## src/rtl/accel_motion_detector_defines.svh

```systemverilog
// assertion macros shared by the motion detector rtl
`ifndef ACCEL_MOTION_DETECTOR_DEFINES_SVH
`define ACCEL_MOTION_DETECTOR_DEFINES_SVH

// same-cycle implication, checked out of reset
`define AMD_ASSERT_SAME(label, ante, cons, msg) \
   label: assert property (@(posedge clock) disable iff (reset) (ante) |-> (cons)) \
      else $error(msg);

// next-cycle implication, checked out of reset
`define AMD_ASSERT_NEXT(label, ante, cons, msg) \
   label: assert property (@(posedge clock) disable iff (reset) (ante) |=> (cons)) \
      else $error(msg);

`endif

```

## src/rtl/amd_pkg.sv

```systemverilog
// shared types, constants and register map of the motion detector
package amd_pkg;

   localparam int AMD_AXIS_BITS = 16;
   localparam int AMD_FRAC_BITS = 4;

   localparam int AXIS_W      = 16;
   localparam int MAG_W       = 20;
   localparam int CNT_W       = 4;
   localparam int QUEUE_DEPTH = 2;

   localparam int CSR_ADDR_W = 4;
   localparam int CSR_DATA_W = 32;

   localparam logic [CNT_W-1:0] CNT_MAX = '1;

   localparam logic [MAG_W-1:0] THRESHOLD_RESET   = MAG_W'(1600);
   localparam logic [CNT_W-1:0] STOP_COUNT_RESET  = CNT_W'(10);
   localparam logic [CNT_W-1:0] START_COUNT_RESET = CNT_W'(5);

   typedef enum logic [1:0] {
      REG_MOTION_THRESH = 2'd0,
      REG_STOP_COUNT    = 2'd1,
      REG_START_COUNT   = 2'd2
   } amd_reg_type;

   typedef struct packed {
      logic signed [AXIS_W-1:0] accel_x;
      logic signed [AXIS_W-1:0] accel_y;
      logic signed [AXIS_W-1:0] accel_z;
   } amd_req_type;

   typedef struct packed {
      logic             sample_valid;
      logic             is_moving;
      logic [MAG_W-1:0] magnitude;
      logic [MAG_W-1:0] magnitude_change;
   } amd_rsp_type;

   typedef struct packed {
      logic [MAG_W-1:0] motion_thresh;
      logic [CNT_W-1:0] stop_count;
      logic [CNT_W-1:0] start_count;
   } amd_cfg_type;

endpackage

```

## src/rtl/accel_motion_detector.sv

```systemverilog
// top level of the accelerometer motion detector.
// Each request carries one x/y/z sample; each produces exactly one response with the
// magnitude sqrt(x^2+y^2+z^2) in fixed point with FRAC_BITS fraction bits, its absolute
// change from the last good sample, and a debounced moving flag. A sample with any axis
// reading all ones is answered with sample_valid low, zero magnitude fields and the
// current flag, and leaves all state alone. The front end registers the squares of the axes
// and sums them, and hands the sum through a two-entry queue to the back end, whose
// bit-serial square root produces one result bit per cycle. A good sample occupies the
// back end from its queue pop through one root step per result bit to the finish state,
// which waits for a free response register; a bad sample goes from the pop straight to the
// finish state. The back end works on one sample at a time, while the queue holds the
// next ones. The response register lets the back end start the next root while a
// response is stalled.
`include "accel_motion_detector_defines.svh"

module accel_motion_detector
   import amd_pkg::*;
#(
   parameter int AXIS_BITS = AMD_AXIS_BITS,
   parameter int FRAC_BITS = AMD_FRAC_BITS
) (
   input  logic                  clock,
   input  logic                  reset,
   input  logic                  req_valid,
   output logic                  req_stall,
   input  amd_req_type           req_data,
   output logic                  rsp_valid,
   input  logic                  rsp_stall,
   output amd_rsp_type           rsp_data,
   input  logic                  csr_psel,
   input  logic                  csr_penable,
   input  logic                  csr_pwrite,
   input  logic [CSR_ADDR_W-1:0] csr_paddr,
   input  logic [CSR_DATA_W-1:0] csr_pwdata,
   output logic [CSR_DATA_W-1:0] csr_prdata,
   output logic                  csr_pready
);

   localparam int JOB_W = 2 * AXIS_BITS + 1;

   amd_cfg_type      cfg;
   logic             q_push, q_pop, q_full, q_empty;
   logic [JOB_W-1:0] q_push_job, q_pop_job;
   logic             rsp_bad, rsp_zero;

   amd_csr u_csr (
      .clock       (clock),
      .reset       (reset),
      .csr_psel    (csr_psel),
      .csr_penable (csr_penable),
      .csr_pwrite  (csr_pwrite),
      .csr_paddr   (csr_paddr),
      .csr_pwdata  (csr_pwdata),
      .csr_prdata  (csr_prdata),
      .csr_pready  (csr_pready),
      .cfg         (cfg)
   );

   amd_front #(
      .AXIS_BITS (AXIS_BITS)
   ) u_front (
      .clock     (clock),
      .reset     (reset),
      .req_valid (req_valid),
      .req_stall (req_stall),
      .req_data  (req_data),
      .q_full    (q_full),
      .q_push    (q_push),
      .q_job     (q_push_job)
   );

   amd_queue #(
      .DEPTH (QUEUE_DEPTH),
      .WIDTH (JOB_W)
   ) u_queue (
      .clock     (clock),
      .reset     (reset),
      .push      (q_push),
      .push_data (q_push_job),
      .pop       (q_pop),
      .pop_data  (q_pop_job),
      .full      (q_full),
      .empty     (q_empty)
   );

   amd_back #(
      .AXIS_BITS (AXIS_BITS),
      .FRAC_BITS (FRAC_BITS)
   ) u_back (
      .clock     (clock),
      .reset     (reset),
      .cfg       (cfg),
      .q_empty   (q_empty),
      .q_job     (q_pop_job),
      .q_pop     (q_pop),
      .rsp_valid (rsp_valid),
      .rsp_stall (rsp_stall),
      .rsp_data  (rsp_data)
   );

   assign rsp_bad  = rsp_valid & ~rsp_data.sample_valid;
   assign rsp_zero = (rsp_data.magnitude == '0) & (rsp_data.magnitude_change == '0);

   `AMD_ASSERT_SAME(a_no_push_full, q_push, !q_full, "push into a full queue")
   `AMD_ASSERT_SAME(a_no_pop_empty, q_pop, !q_empty, "pop from an empty queue")
   `AMD_ASSERT_SAME(a_bad_sample_zero, rsp_bad, rsp_zero, "bad sample with nonzero magnitude")
   `AMD_ASSERT_NEXT(a_rsp_hold, rsp_valid && rsp_stall, rsp_valid && $stable(rsp_data), "stalled response changed")

endmodule

```

## src/rtl/amd_csr.sv

```systemverilog
// configuration registers behind the apb-style port
module amd_csr
   import amd_pkg::*;
(
   input  logic                  clock,
   input  logic                  reset,
   input  logic                  csr_psel,
   input  logic                  csr_penable,
   input  logic                  csr_pwrite,
   input  logic [CSR_ADDR_W-1:0] csr_paddr,
   input  logic [CSR_DATA_W-1:0] csr_pwdata,
   output logic [CSR_DATA_W-1:0] csr_prdata,
   output logic                  csr_pready,
   output amd_cfg_type           cfg
);

   amd_cfg_type cfg_ff, cfg_in;
   logic [1:0]  reg_index;
   logic        wr_en;

   assign reg_index  = csr_paddr[CSR_ADDR_W-1:2];
   assign wr_en      = csr_psel & csr_penable & csr_pwrite;
   assign csr_pready = 1'b1;
   assign cfg        = cfg_ff;

   always_comb begin
      cfg_in = cfg_ff;
      if (wr_en) begin
         unique case (reg_index)
            REG_MOTION_THRESH: cfg_in.motion_thresh = csr_pwdata[MAG_W-1:0];
            REG_STOP_COUNT:    cfg_in.stop_count = csr_pwdata[CNT_W-1:0];
            REG_START_COUNT:   cfg_in.start_count = csr_pwdata[CNT_W-1:0];
            default:           cfg_in = cfg_ff;
         endcase
      end
   end

   always_comb begin
      unique case (reg_index)
         REG_MOTION_THRESH: csr_prdata = CSR_DATA_W'(cfg_ff.motion_thresh);
         REG_STOP_COUNT:    csr_prdata = CSR_DATA_W'(cfg_ff.stop_count);
         REG_START_COUNT:   csr_prdata = CSR_DATA_W'(cfg_ff.start_count);
         default:           csr_prdata = '0;
      endcase
   end

   always_ff @(posedge clock) begin
      if (reset) begin
         cfg_ff.motion_thresh <= THRESHOLD_RESET;
         cfg_ff.stop_count    <= STOP_COUNT_RESET;
         cfg_ff.start_count   <= START_COUNT_RESET;
      end else begin
         cfg_ff <= cfg_in;
      end
   end

endmodule

```

## src/rtl/amd_front.sv

```systemverilog
// front end: takes a request, flags a minus-one axis and forms the sum of squares
module amd_front
   import amd_pkg::*;
#(
   parameter int AXIS_BITS = AMD_AXIS_BITS
) (
   input  logic                   clock,
   input  logic                   reset,
   input  logic                   req_valid,
   output logic                   req_stall,
   input  amd_req_type            req_data,
   input  logic                   q_full,
   output logic                   q_push,
   output logic [2*AXIS_BITS:0]   q_job
);

   localparam int SUM_W = 2 * AXIS_BITS;

   logic                    s1_valid_ff, s1_valid_in;
   logic                    s1_invalid_ff;
   logic [SUM_W-1:0]        sq_x_ff, sq_y_ff, sq_z_ff;
   logic signed [AXIS_BITS-1:0] ax, ay, az;
   logic signed [SUM_W-1:0] px, py, pz;
   logic                    minus_one;
   logic                    accept;
   logic [SUM_W-1:0]        sum;

   assign ax = req_data.accel_x[AXIS_BITS-1:0];
   assign ay = req_data.accel_y[AXIS_BITS-1:0];
   assign az = req_data.accel_z[AXIS_BITS-1:0];
   assign px = ax * ax;
   assign py = ay * ay;
   assign pz = az * az;

   // an all-ones axis marks a failed read
   assign minus_one = (req_data.accel_x[AXIS_BITS-1:0] == '1) |
                      (req_data.accel_y[AXIS_BITS-1:0] == '1) |
                      (req_data.accel_z[AXIS_BITS-1:0] == '1);

   assign req_stall = s1_valid_ff & q_full;
   assign accept    = req_valid & ~req_stall;
   assign q_push    = s1_valid_ff & ~q_full;

   // three squares of at most 2^(2n-2) each never carry out of 2n bits
   assign sum   = sq_x_ff + sq_y_ff + sq_z_ff;
   assign q_job = {s1_invalid_ff, sum};

   always_comb begin
      s1_valid_in = s1_valid_ff;
      if (accept) begin
         s1_valid_in = 1'b1;
      end else if (q_push) begin
         s1_valid_in = 1'b0;
      end
   end

   always_ff @(posedge clock) begin
      if (reset) begin
         s1_valid_ff <= 1'b0;
      end else begin
         s1_valid_ff <= s1_valid_in;
      end
   end

   always_ff @(posedge clock) begin
      if (accept) begin
         s1_invalid_ff <= minus_one;
         sq_x_ff       <= $unsigned(px);
         sq_y_ff       <= $unsigned(py);
         sq_z_ff       <= $unsigned(pz);
      end
   end

endmodule

```

## src/rtl/amd_queue.sv

```systemverilog
// short fifo between the front end and the square root engine
module amd_queue
   import amd_pkg::*;
#(
   parameter int DEPTH = QUEUE_DEPTH,
   parameter int WIDTH = 2 * AMD_AXIS_BITS + 1
) (
   input  logic             clock,
   input  logic             reset,
   input  logic             push,
   input  logic [WIDTH-1:0] push_data,
   input  logic             pop,
   output logic [WIDTH-1:0] pop_data,
   output logic             full,
   output logic             empty
);

   localparam int PTR_W = (DEPTH > 1) ? $clog2(DEPTH) : 1;
   localparam int CNT_QW = $clog2(DEPTH + 1);

   logic [WIDTH-1:0]  entry_ff [DEPTH];
   logic [PTR_W-1:0]  wr_ptr_ff, wr_ptr_in;
   logic [PTR_W-1:0]  rd_ptr_ff, rd_ptr_in;
   logic [CNT_QW-1:0] count_ff, count_in;

   assign full     = (count_ff == CNT_QW'(DEPTH));
   assign empty    = (count_ff == '0);
   assign pop_data = entry_ff[rd_ptr_ff];

   function automatic logic [PTR_W-1:0] next_ptr(input logic [PTR_W-1:0] ptr);
      logic [PTR_W-1:0] nxt;
      if (ptr == PTR_W'(DEPTH - 1)) begin
         nxt = '0;
      end else begin
         nxt = ptr + PTR_W'(1);
      end
      return nxt;
   endfunction

   always_comb begin
      wr_ptr_in = push ? next_ptr(wr_ptr_ff) : wr_ptr_ff;
      rd_ptr_in = pop ? next_ptr(rd_ptr_ff) : rd_ptr_ff;
      count_in  = count_ff;
      if (push & ~pop) begin
         count_in = count_ff + CNT_QW'(1);
      end else if (pop & ~push) begin
         count_in = count_ff - CNT_QW'(1);
      end
   end

   always_ff @(posedge clock) begin
      if (reset) begin
         wr_ptr_ff <= '0;
         rd_ptr_ff <= '0;
         count_ff  <= '0;
      end else begin
         wr_ptr_ff <= wr_ptr_in;
         rd_ptr_ff <= rd_ptr_in;
         count_ff  <= count_in;
      end
   end

   always_ff @(posedge clock) begin
      if (push) begin
         entry_ff[wr_ptr_ff] <= push_data;
      end
   end

endmodule

```

## src/rtl/amd_back.sv

```systemverilog
// back end: bit-serial square root, change detection, debounce and response register
module amd_back
   import amd_pkg::*;
#(
   parameter int AXIS_BITS = AMD_AXIS_BITS,
   parameter int FRAC_BITS = AMD_FRAC_BITS
) (
   input  logic                 clock,
   input  logic                 reset,
   input  amd_cfg_type          cfg,
   input  logic                 q_empty,
   input  logic [2*AXIS_BITS:0] q_job,
   output logic                 q_pop,
   output logic                 rsp_valid,
   input  logic                 rsp_stall,
   output amd_rsp_type          rsp_data
);

   localparam int SUM_W  = 2 * AXIS_BITS;
   localparam int ROOT_W = AXIS_BITS + FRAC_BITS;
   localparam int RAD_W  = 2 * ROOT_W;
   localparam int REM_W  = ROOT_W + 2;
   localparam int ITER_W = $clog2(ROOT_W);

   typedef enum logic [1:0] {
      ST_IDLE,
      ST_ROOT,
      ST_FINISH
   } state_type;

   state_type         state_ff, state_in;
   logic              invalid_ff, invalid_in;
   logic [RAD_W-1:0]  rad_ff, rad_in;
   logic [REM_W-1:0]  rem_ff, rem_in;
   logic [ROOT_W-1:0] root_ff, root_in;
   logic [ITER_W-1:0] iter_ff, iter_in;
   logic [MAG_W-1:0]  last_mag_ff, last_mag_in;
   logic [CNT_W-1:0]  cnt_ff, cnt_in;
   logic              flag_ff, flag_in;
   logic              rsp_valid_ff, rsp_valid_in;
   amd_rsp_type       rsp_ff, rsp_in;

   logic              job_invalid;
   logic [SUM_W-1:0]  job_sum;
   logic [REM_W-1:0]  rem_shift, trial;
   logic              ge;
   logic [MAG_W-1:0]  mag, change;
   logic              below;
   logic [CNT_W-1:0]  cnt_inc;
   logic              out_free;

   assign job_invalid = q_job[SUM_W];
   assign job_sum     = q_job[SUM_W-1:0];

   // one result bit per cycle: bring down two radicand bits, try 4r+1
   assign rem_shift = {rem_ff[REM_W-3:0], rad_ff[RAD_W-1 -: 2]};
   assign trial     = {root_ff, 2'b01};
   assign ge        = (rem_shift >= trial);

   generate
      if (ROOT_W > MAG_W) begin : g_sat
         assign mag = (|root_ff[ROOT_W-1:MAG_W]) ? '1 : root_ff[MAG_W-1:0];
      end else begin : g_nosat
         assign mag = MAG_W'(root_ff);
      end
   endgenerate

   assign change   = (mag >= last_mag_ff) ? (mag - last_mag_ff) : (last_mag_ff - mag);
   assign below    = (change < cfg.motion_thresh);
   assign cnt_inc  = (cnt_ff == CNT_MAX) ? cnt_ff : cnt_ff + CNT_W'(1);
   assign out_free = ~rsp_valid_ff | ~rsp_stall;

   assign rsp_valid = rsp_valid_ff;
   assign rsp_data  = rsp_ff;

   always_comb begin
      state_in     = state_ff;
      invalid_in   = invalid_ff;
      rad_in       = rad_ff;
      rem_in       = rem_ff;
      root_in      = root_ff;
      iter_in      = iter_ff;
      last_mag_in  = last_mag_ff;
      cnt_in       = cnt_ff;
      flag_in      = flag_ff;
      rsp_in       = rsp_ff;
      rsp_valid_in = rsp_valid_ff & rsp_stall;
      q_pop        = 1'b0;

      unique case (state_ff)
         ST_IDLE: begin
            if (!q_empty) begin
               q_pop      = 1'b1;
               invalid_in = job_invalid;
               rad_in     = RAD_W'(job_sum) << (2 * FRAC_BITS);
               rem_in     = '0;
               root_in    = '0;
               iter_in    = '0;
               state_in   = job_invalid ? ST_FINISH : ST_ROOT;
            end
         end
         ST_ROOT: begin
            rem_in  = ge ? (rem_shift - trial) : rem_shift;
            root_in = {root_ff[ROOT_W-2:0], ge};
            rad_in  = rad_ff << 2;
            iter_in = iter_ff + ITER_W'(1);
            if (iter_ff == ITER_W'(ROOT_W - 1)) begin
               state_in = ST_FINISH;
            end
         end
         ST_FINISH: begin
            if (out_free) begin
               rsp_valid_in = 1'b1;
               state_in     = ST_IDLE;
               if (invalid_ff) begin
                  rsp_in.sample_valid     = 1'b0;
                  rsp_in.is_moving        = flag_ff;
                  rsp_in.magnitude        = '0;
                  rsp_in.magnitude_change = '0;
               end else begin
                  last_mag_in = mag;
                  // a drop leaves the count at zero, a rise leaves it at one
                  if (flag_ff) begin
                     if (below) begin
                        if (cnt_ff > cfg.stop_count) begin
                           flag_in = 1'b0;
                           cnt_in  = '0;
                        end else begin
                           cnt_in = cnt_inc;
                        end
                     end else begin
                        cnt_in = '0;
                     end
                  end else begin
                     if (!below) begin
                        if (cnt_ff > cfg.start_count) begin
                           flag_in = 1'b1;
                           cnt_in  = CNT_W'(1);
                        end else begin
                           cnt_in = cnt_inc;
                        end
                     end else begin
                        cnt_in = '0;
                     end
                  end
                  rsp_in.sample_valid     = 1'b1;
                  rsp_in.is_moving        = flag_in;
                  rsp_in.magnitude        = mag;
                  rsp_in.magnitude_change = change;
               end
            end
         end
         default: begin
            state_in = ST_IDLE;
         end
      endcase
   end

   always_ff @(posedge clock) begin
      if (reset) begin
         state_ff     <= ST_IDLE;
         invalid_ff   <= 1'b0;
         rad_ff       <= '0;
         rem_ff       <= '0;
         root_ff      <= '0;
         iter_ff      <= '0;
         last_mag_ff  <= '0;
         cnt_ff       <= '0;
         flag_ff      <= 1'b0;
         rsp_valid_ff <= 1'b0;
         rsp_ff       <= '0;
      end else begin
         state_ff     <= state_in;
         invalid_ff   <= invalid_in;
         rad_ff       <= rad_in;
         rem_ff       <= rem_in;
         root_ff      <= root_in;
         iter_ff      <= iter_in;
         last_mag_ff  <= last_mag_in;
         cnt_ff       <= cnt_in;
         flag_ff      <= flag_in;
         rsp_valid_ff <= rsp_valid_in;
         rsp_ff       <= rsp_in;
      end
   end

endmodule
```

## config.mk

```make
export PLATFORM = sky130hd
export DESIGN_NAME = accel_motion_detector
export DESIGN_NICKNAME = d
export VERILOG_FILES = /design/src/rtl/amd_pkg.sv /design/src/rtl/accel_motion_detector.sv /design/src/rtl/amd_csr.sv /design/src/rtl/amd_front.sv /design/src/rtl/amd_queue.sv /design/src/rtl/amd_back.sv
export VERILOG_INCLUDE_DIRS = /design/src /design/src/rtl
export SDC_FILE = /design/constraint.sdc
export NUM_CORES = 2
export LEC_CHECK = 0
export BUFFER_PORTS_ARGS = -buffer_cell sky130_fd_sc_hd__buf_2
export CAP_MARGIN = 15
export CORE_MARGIN = 3
export CORE_UTILIZATION = 61
export CTS_CLUSTER_SIZE = 10
export DETAILED_ROUTE_END_ITERATION = 7
export GPL_ROUTABILITY_DRIVEN = 0
export PLACE_DENSITY = 0.77
export SYNTH_ARGS = -nofsm -noshare
export SYNTH_HDL_FRONTEND = slang
export SYNTH_HIERARCHICAL = 1
export SYNTH_SLANG_ARGS = --single-unit
```

## constraint.sdc

```tcl
create_clock -name clock -period 15.4 [get_ports clock]
set_clock_uncertainty 0.15 [all_clocks]
set_input_delay 3.08 -clock clock [delete_from_list [all_inputs] [get_ports clock]]
set_output_delay 3.08 -clock clock [all_outputs]
set_load 0.005 [all_outputs]
```

Word-level counts from Yosys, hierarchy flattened
Memory sizes are Yosys's and may differ from the RTL's. A register that Yosys moved wholly into a read port is not among the register bits. Index checks and enable logic that the tools add are counted. W data, S select, Z words.

Add/sub/neg operators: 11. Multiply operators: 3. $lt $le $gt $ge: 5. Equal/unequal tests: 13. Mux-type cells: 42. Bitwise operators: 19. Reductions and logical operators: 14.

Operators by type and width (number): $mul A16 B16 Y32 (3); $mux W20 (4); $pmux W20 S2 (2); $pmux W40 S2 (1); $add A32 B32 Y32 (2); $pmux W20 S3 (1); $sub A20 B20 Y20 (3); $eq A16 B16 Y1 const B (3); $mux W42 (1); $mux W40 (1); $mux W4 (6); $ge A22 B22 Y1 (1); $ge A20 B20 Y1 (1); $lt A20 B20 Y1 (1); $mux W1 (17); $mux W2 (6); $reduce_and A2 Y1 (6); $pmux W5 S2 (1); $and A1 B1 Y1 (8); $gt A4 B4 Y1 (2); $not A1 Y1 (8); $eq A2 B2 Y1 const B (3); $logic_not A2 Y1 (3); $pmux W2 S3 (1); 14 further kinds (22).

Flip-flop bits (word level): 286. Memory bits (writable): 66. Input port bits: 91. Word-level logic and storage cells: 133. Memories kept: 1.

Memories: u_queue.entry_ff (depth 2, bits a word 33, rd ports 1, clocked after Yosys merged registers in 1, write ports 1, line amd_queue.sv:21) `logic [WIDTH-1:0] entry_ff [DEPTH];`.

Logic depth before layout (Yosys ltp)
Depth after elaboration: 7. Gate-level depth with buffers: 25. Gate-level depth less buffers: 24.

By module
Netlist, hierarchy kept.

By module, submodules not included: amd_front (times used 1, cells each 3263, area an instance 31630.3 µm², sequential area each 2842.7 µm²); amd_back (times used 1, cells each 1145, area an instance 8963.6 µm², sequential area each 2962.8 µm²); amd_queue (times used 1, cells each 125, area an instance 2583.7 µm², sequential area each 2082.0 µm²); amd_csr (times used 1, cells each 169, area an instance 1526.5 µm², sequential area each 560.5 µm²).

Worst setup path before layout
No wires, ideal clock.

Kind: input port to flip-flop. From: input port req_data[15] (netlist name). To: register u_front.sq_z_ff[31] (data pin). Library setup time: 0.260 ns. Data arrival time: 8.875 ns. Data required time: 14.990 ns. Path slack: 6.115 ns. Stages on the path: 22. Cells stage by stage: clkbuf_1 -> inv_1 -> buf_1 -> nor2_1 -> fa_1 -> fa_1 -> fa_1 -> fa_1 -> fa_1 -> inv_1 -> fa_1 -> inv_1 -> ha_1 -> and2_1 -> nor2b_1 -> and2_1 -> a22oi_1 -> nand3_1 -> a211oi_1 -> o21bai_1 -> a21oi_1 -> xnor2_1.

Longest elaborated chain between the ends: 1.

Ends and longest elaborated chain: start: declaration (line accel_motion_detector.sv:26) `input amd_req_type req_data,`; $mul A16 B16 Y32 (line amd_front.sv:33) `assign pz = az * az;`; net u_front.pz[31] (line amd_front.sv:23) `logic signed [SUM_W-1:0] px, py, pz;`; end signal: assignment (line amd_front.sv:70) `sq_z_ff <= $unsigned(pz);`; end: declaration (line amd_front.sv:21) `logic [SUM_W-1:0] sq_x_ff, sq_y_ff, sq_z_ff;`.

The timed path passes the listed nets, and every way through them passes these cells. A chain may end at the register's enable or synchronous reset.

Worst setup path in the final report
Ends and elaborated chain as after synthesis.

==> run metrics <==
root cell of the clock tree=sky130_fd_sc_hd__clkbuf_16; crit path from=req_data[15]; list of most frequent post-synthesis cells=1,049 x sky130_fd_sc_hd__inv_1, 735 x sky130_fd_sc_hd__fa_1, 392 x sky130_fd_sc_hd__nand2_1; Relative slew margins=0.213; startpoint of the lowest-slack hold path=u_back/rsp_data[34]$_SDFFE_PP0P_; Post-route DRC=0; # nets final=5,976; largest net degree at the start of global routing=99; starting density of the core=0.620; CTS clk-pin slew, worst paths=0.06 ns; wire length of the first global-routing pass=163,000 um; first-pass detailed-route iteration total=5; EDFF count, synth=160; source of the worst register-to-register timing path=u_back/mag[0]$_SDFFE_PP0P_; biggest fanout along the worst timing path=19; clock insertion delay at the later pin of the skew report=0.58 ns; Post CTS Setup Buffer Count=0; number of levels the H-tree was split into=2; critical-path cell list=buf_2 -> inv_1 -> nor2_1 -> fa_1 -> fa_1 -> fa_1 -> fa_1 -> fa_1 -> inv_1 -> fa_1 -> inv_1 -> ha_1 -> and2_1 -> nor2b_1 -> and2_1 -> a22oi_1 -> nand3_1 -> a211oi_1 -> o21bai_1 -> a21oi_1 -> xnor2_1; status=finished, final reports clean; CTS tree=yes; cell with the most instances after synthesis=sky130_fd_sc_hd__inv_1; global-route congestion overflow total=0; Critical path buffers and inverters=4; share of flip-flops with an asynchronous set or reset=0; portion of the clock cycle consumed by the worst path in the final layout=0.624; buffers from clock root to sink, at most=3; Hold Path Class=reg2reg; arrival time of the worst setup path=9.78 ns; cell at the slowest stage of the critical path=sky130_fd_sc_hd__fa_1; WL/cell=16.8 um; kind of capture point of the worst setup path=flip-flop; Worst Reg-to-Reg Cells=22; Chip Width=277 um; total setup violations reported at the end of the flow=0; total global routing track utilization=0.258; Avg Synthesized Cell Area=9.51 sq um; area added between synthesis and finish=5.97%; total I/O pin count=168; via total after detailed routing=31,600; clock sink count=342; cell row count=98; TNS Setup=0 ns; total half-perimeter wirelength after legalization and detailed placement=76,900 um; sequential cell area fraction in the yosys report=0.189; Max-Cap Viols=0; unrepaired setup endpoints after global routing=no; initial antenna violation count=2; highest clock rate=104 MHz; Die H=277 um; summed instance area of the synthesized netlist=44,700 sq um; Critical Path RT=15.56 ns; Core Region=72,100 sq um; number of endpoints with negative hold slack in the final report=0; Die Footprint=76,600 sq um; Worst setup SP type=input pin; cell type with the highest occurrence count on the critical path=sky130_fd_sc_hd__fa_1; antenna violation net count after detailed routing=0; class of the most critical setup path=in2reg; critical path's largest stage delay=0.93 ns; number of slew-limit violations in the final report=0; Syn. warnings=6; number of global-route vias before repair=33,100; hold depth=2; FF+latch count, synth=342; synth top area cells=sky130_fd_sc_hd__fa_1 33%, sky130_fd_sc_hd__ha_1 11%, sky130_fd_sc_hd__edfxtp_1 11%, sky130_fd_sc_hd__inv_1 8.8%, sky130_fd_sc_hd__dfxtp_1 8.2%; Iteration-0 DRC Markers=2,044; fraction of post-synthesis cell area in the top cell type by area=0.329; slew of the pin with the lowest slew margin=1.17 ns; number of instances resized during post-cts repair=0; number of distinct standard cells referenced by the synthesized netlist=85; CP Depth=21; number of hold buffers added after CTS=0; Final Critical Period=9.62 ns; via density per instance=5.51; clock buffers created by TritonCTS=42; input/output buffers=140; final routed wirelength across all metal layers=96,600 um; most area-hungry cell type in the Yosys netlist=sky130_fd_sc_hd__fa_1; fraction of final layout cells with drive strength greater than 1=0.0664; dominant synthesized flop cell=sky130_fd_sc_hd__dfxtp_1; Gate Count Post-Synth=4,702; family of cells with the greatest summed delay on the critical path=adder cells
final timing paths:
| check | endpoint | slack (ns) |
|---|---|---|
| worst min register to register | u_back/rsp_data[34]$_SDFFE_PP0P_ | 0.29 |
| worst max-delay path | u_front/sq_z_ff[31]$_DFFE_PP_ | 5.78 |
| worst min-delay path | u_back/rsp_data[34]$_SDFFE_PP0P_ | 0.29 |
| worst max register to register | u_back/cnt_ff[2]$_SDFFE_PP0P_ | 9.50 |
through the flow:
stage | instances | hold slack [ns] | cell area (sq um) | utilization | worst slack [ns]
floorplan | 4715 | 0.286 | 44800 | - | 6.11
global placement | 5664 | 0.280 | 46100 | 0.639 | 5.40
detailed placement | 5664 | 0.281 | 46100 | 0.639 | 5.25
CTS | 5734 | 0.297 | 47400 | 0.657 | 5.85
global route | 5737 | 0.313 | 47400 | 0.657 | 5.43
finish | 5737 | 0.293 | 47400 | 0.657 | 5.78
worst register-to-register path, cell delays in order (launching register included):
cell	delay [ns]
sky130_fd_sc_hd__dfxtp_1	0.34
sky130_fd_sc_hd__inv_1	0.15
sky130_fd_sc_hd__ha_1	0.19
sky130_fd_sc_hd__inv_1	0.06
sky130_fd_sc_hd__fa_1	0.42
sky130_fd_sc_hd__a211oi_2	0.20
sky130_fd_sc_hd__o21bai_1	0.11
sky130_fd_sc_hd__a21oi_2	0.24
sky130_fd_sc_hd__o21ai_2	0.12
sky130_fd_sc_hd__a311oi_4	0.57
sky130_fd_sc_hd__buf_4	0.41
sky130_fd_sc_hd__mux2_2	0.40
sky130_fd_sc_hd__a221oi_2	0.24
sky130_fd_sc_hd__xnor2_1	0.28
sky130_fd_sc_hd__ha_1	0.35
sky130_fd_sc_hd__a221oi_1	0.30
sky130_fd_sc_hd__o211ai_1	0.12
sky130_fd_sc_hd__o21ai_0	0.20
sky130_fd_sc_hd__a31oi_1	0.12
sky130_fd_sc_hd__a21o_1	0.25
sky130_fd_sc_hd__mux2i_1	0.25
sky130_fd_sc_hd__o21ai_0	0.12
sky130_fd_sc_hd__a211oi_1	0.23
cell type report:
cell class	count	area [sq um]
multi-input combinational	3167	31700
inverter	1049	3940
timing repair buffer	158	838
tap	950	1190
sequential	342	8450
fill	5747	24700
clock inverter	7	114
antenna	1	2.50
clock buffer	63	1150
metal layers:
metal	GRT usage	wire, um	vias to the layer above
met2	0.452	48500	935
met1	0.335	39100	15700
met3	0.0299	5410	187
met5	0	0	-
li1	-	-	14800
met4	0.0901	3600	0
sequential cells by signal (all words and copies together), names as in the netlist, named ones only:
register               count
u_back/rad_ff             32
u_back/invalid_ff          1
u_back/rsp_data           42
u_queue/wr_ptr_ff          1
u_front/sq_x_ff           31
u_front/s1_invalid_ff      1
u_queue/entry_ff          66
u_queue/count_ff           2
u_front/sq_y_ff           31
u_back/cnt_ff              4
u_front/sq_z_ff           31
u_queue/rd_ptr_ff          1
u_back/iter_ff             5
u_back/last_mag_ff        20
u_back/mag                20
u_back/rem_ff             20
u_front/s1_valid_ff        1
u_back/rsp_valid           1
u_back/flag_ff             1
u_csr/cfg                 28
u_back/state_ff            2
placed cells by master, fill, tap and decap left out, types with 19 or more instances in the layout:
cell | Yosys | routed
sky130_fd_sc_hd__nand2_1 | 392 | 392
sky130_fd_sc_hd__a21o_1 | 69 | 69
sky130_fd_sc_hd__fa_1 | 735 | 735
sky130_fd_sc_hd__mux2_2 | 39 | 39
sky130_fd_sc_hd__clkbuf_16 | 0 | 42
sky130_fd_sc_hd__a21oi_1 | 214 | 214
sky130_fd_sc_hd__ha_1 | 390 | 390
sky130_fd_sc_hd__buf_4 | 21 | 19
sky130_fd_sc_hd__nor3_1 | 24 | 24
sky130_fd_sc_hd__inv_1 | 1049 | 1049
sky130_fd_sc_hd__clkbuf_1 | 113 | 19
sky130_fd_sc_hd__nor2b_1 | 29 | 27
sky130_fd_sc_hd__nand2b_1 | 71 | 70
sky130_fd_sc_hd__xor2_1 | 48 | 48
sky130_fd_sc_hd__nor2_1 | 294 | 293
sky130_fd_sc_hd__nor4_1 | 33 | 33
sky130_fd_sc_hd__xnor2_1 | 157 | 157
sky130_fd_sc_hd__edfxtp_1 | 160 | 160
sky130_fd_sc_hd__buf_2 | 9 | 139
sky130_fd_sc_hd__o21ai_0 | 105 | 105
sky130_fd_sc_hd__and2_1 | 131 | 131
sky130_fd_sc_hd__mux2i_1 | 58 | 58
sky130_fd_sc_hd__and3_1 | 27 | 27
sky130_fd_sc_hd__a211oi_1 | 23 | 23
sky130_fd_sc_hd__o21bai_1 | 22 | 22
sky130_fd_sc_hd__dfxtp_1 | 182 | 182
sky130_fd_sc_hd__nand3_1 | 58 | 58
cells by family (layout without fill, tap and decap cells):
group,count (synthesis),in the layout,synth area share
xor gates and xnor gates,205,205,0.0402
buffers and inverters,1206,1277,0.104
muxes,97,97,0.0228
and+or+nand+nor,1120,1120,0.117
DFF,342,342,0.189
other,3,17,0.000252
adders and majority gates,1125,1125,0.438
AOI/OAI and AO/OA,604,604,0.0885
Power is not shown: default switching activity piles up to over one toggle a cycle in this logic, so the estimate is an artifact.
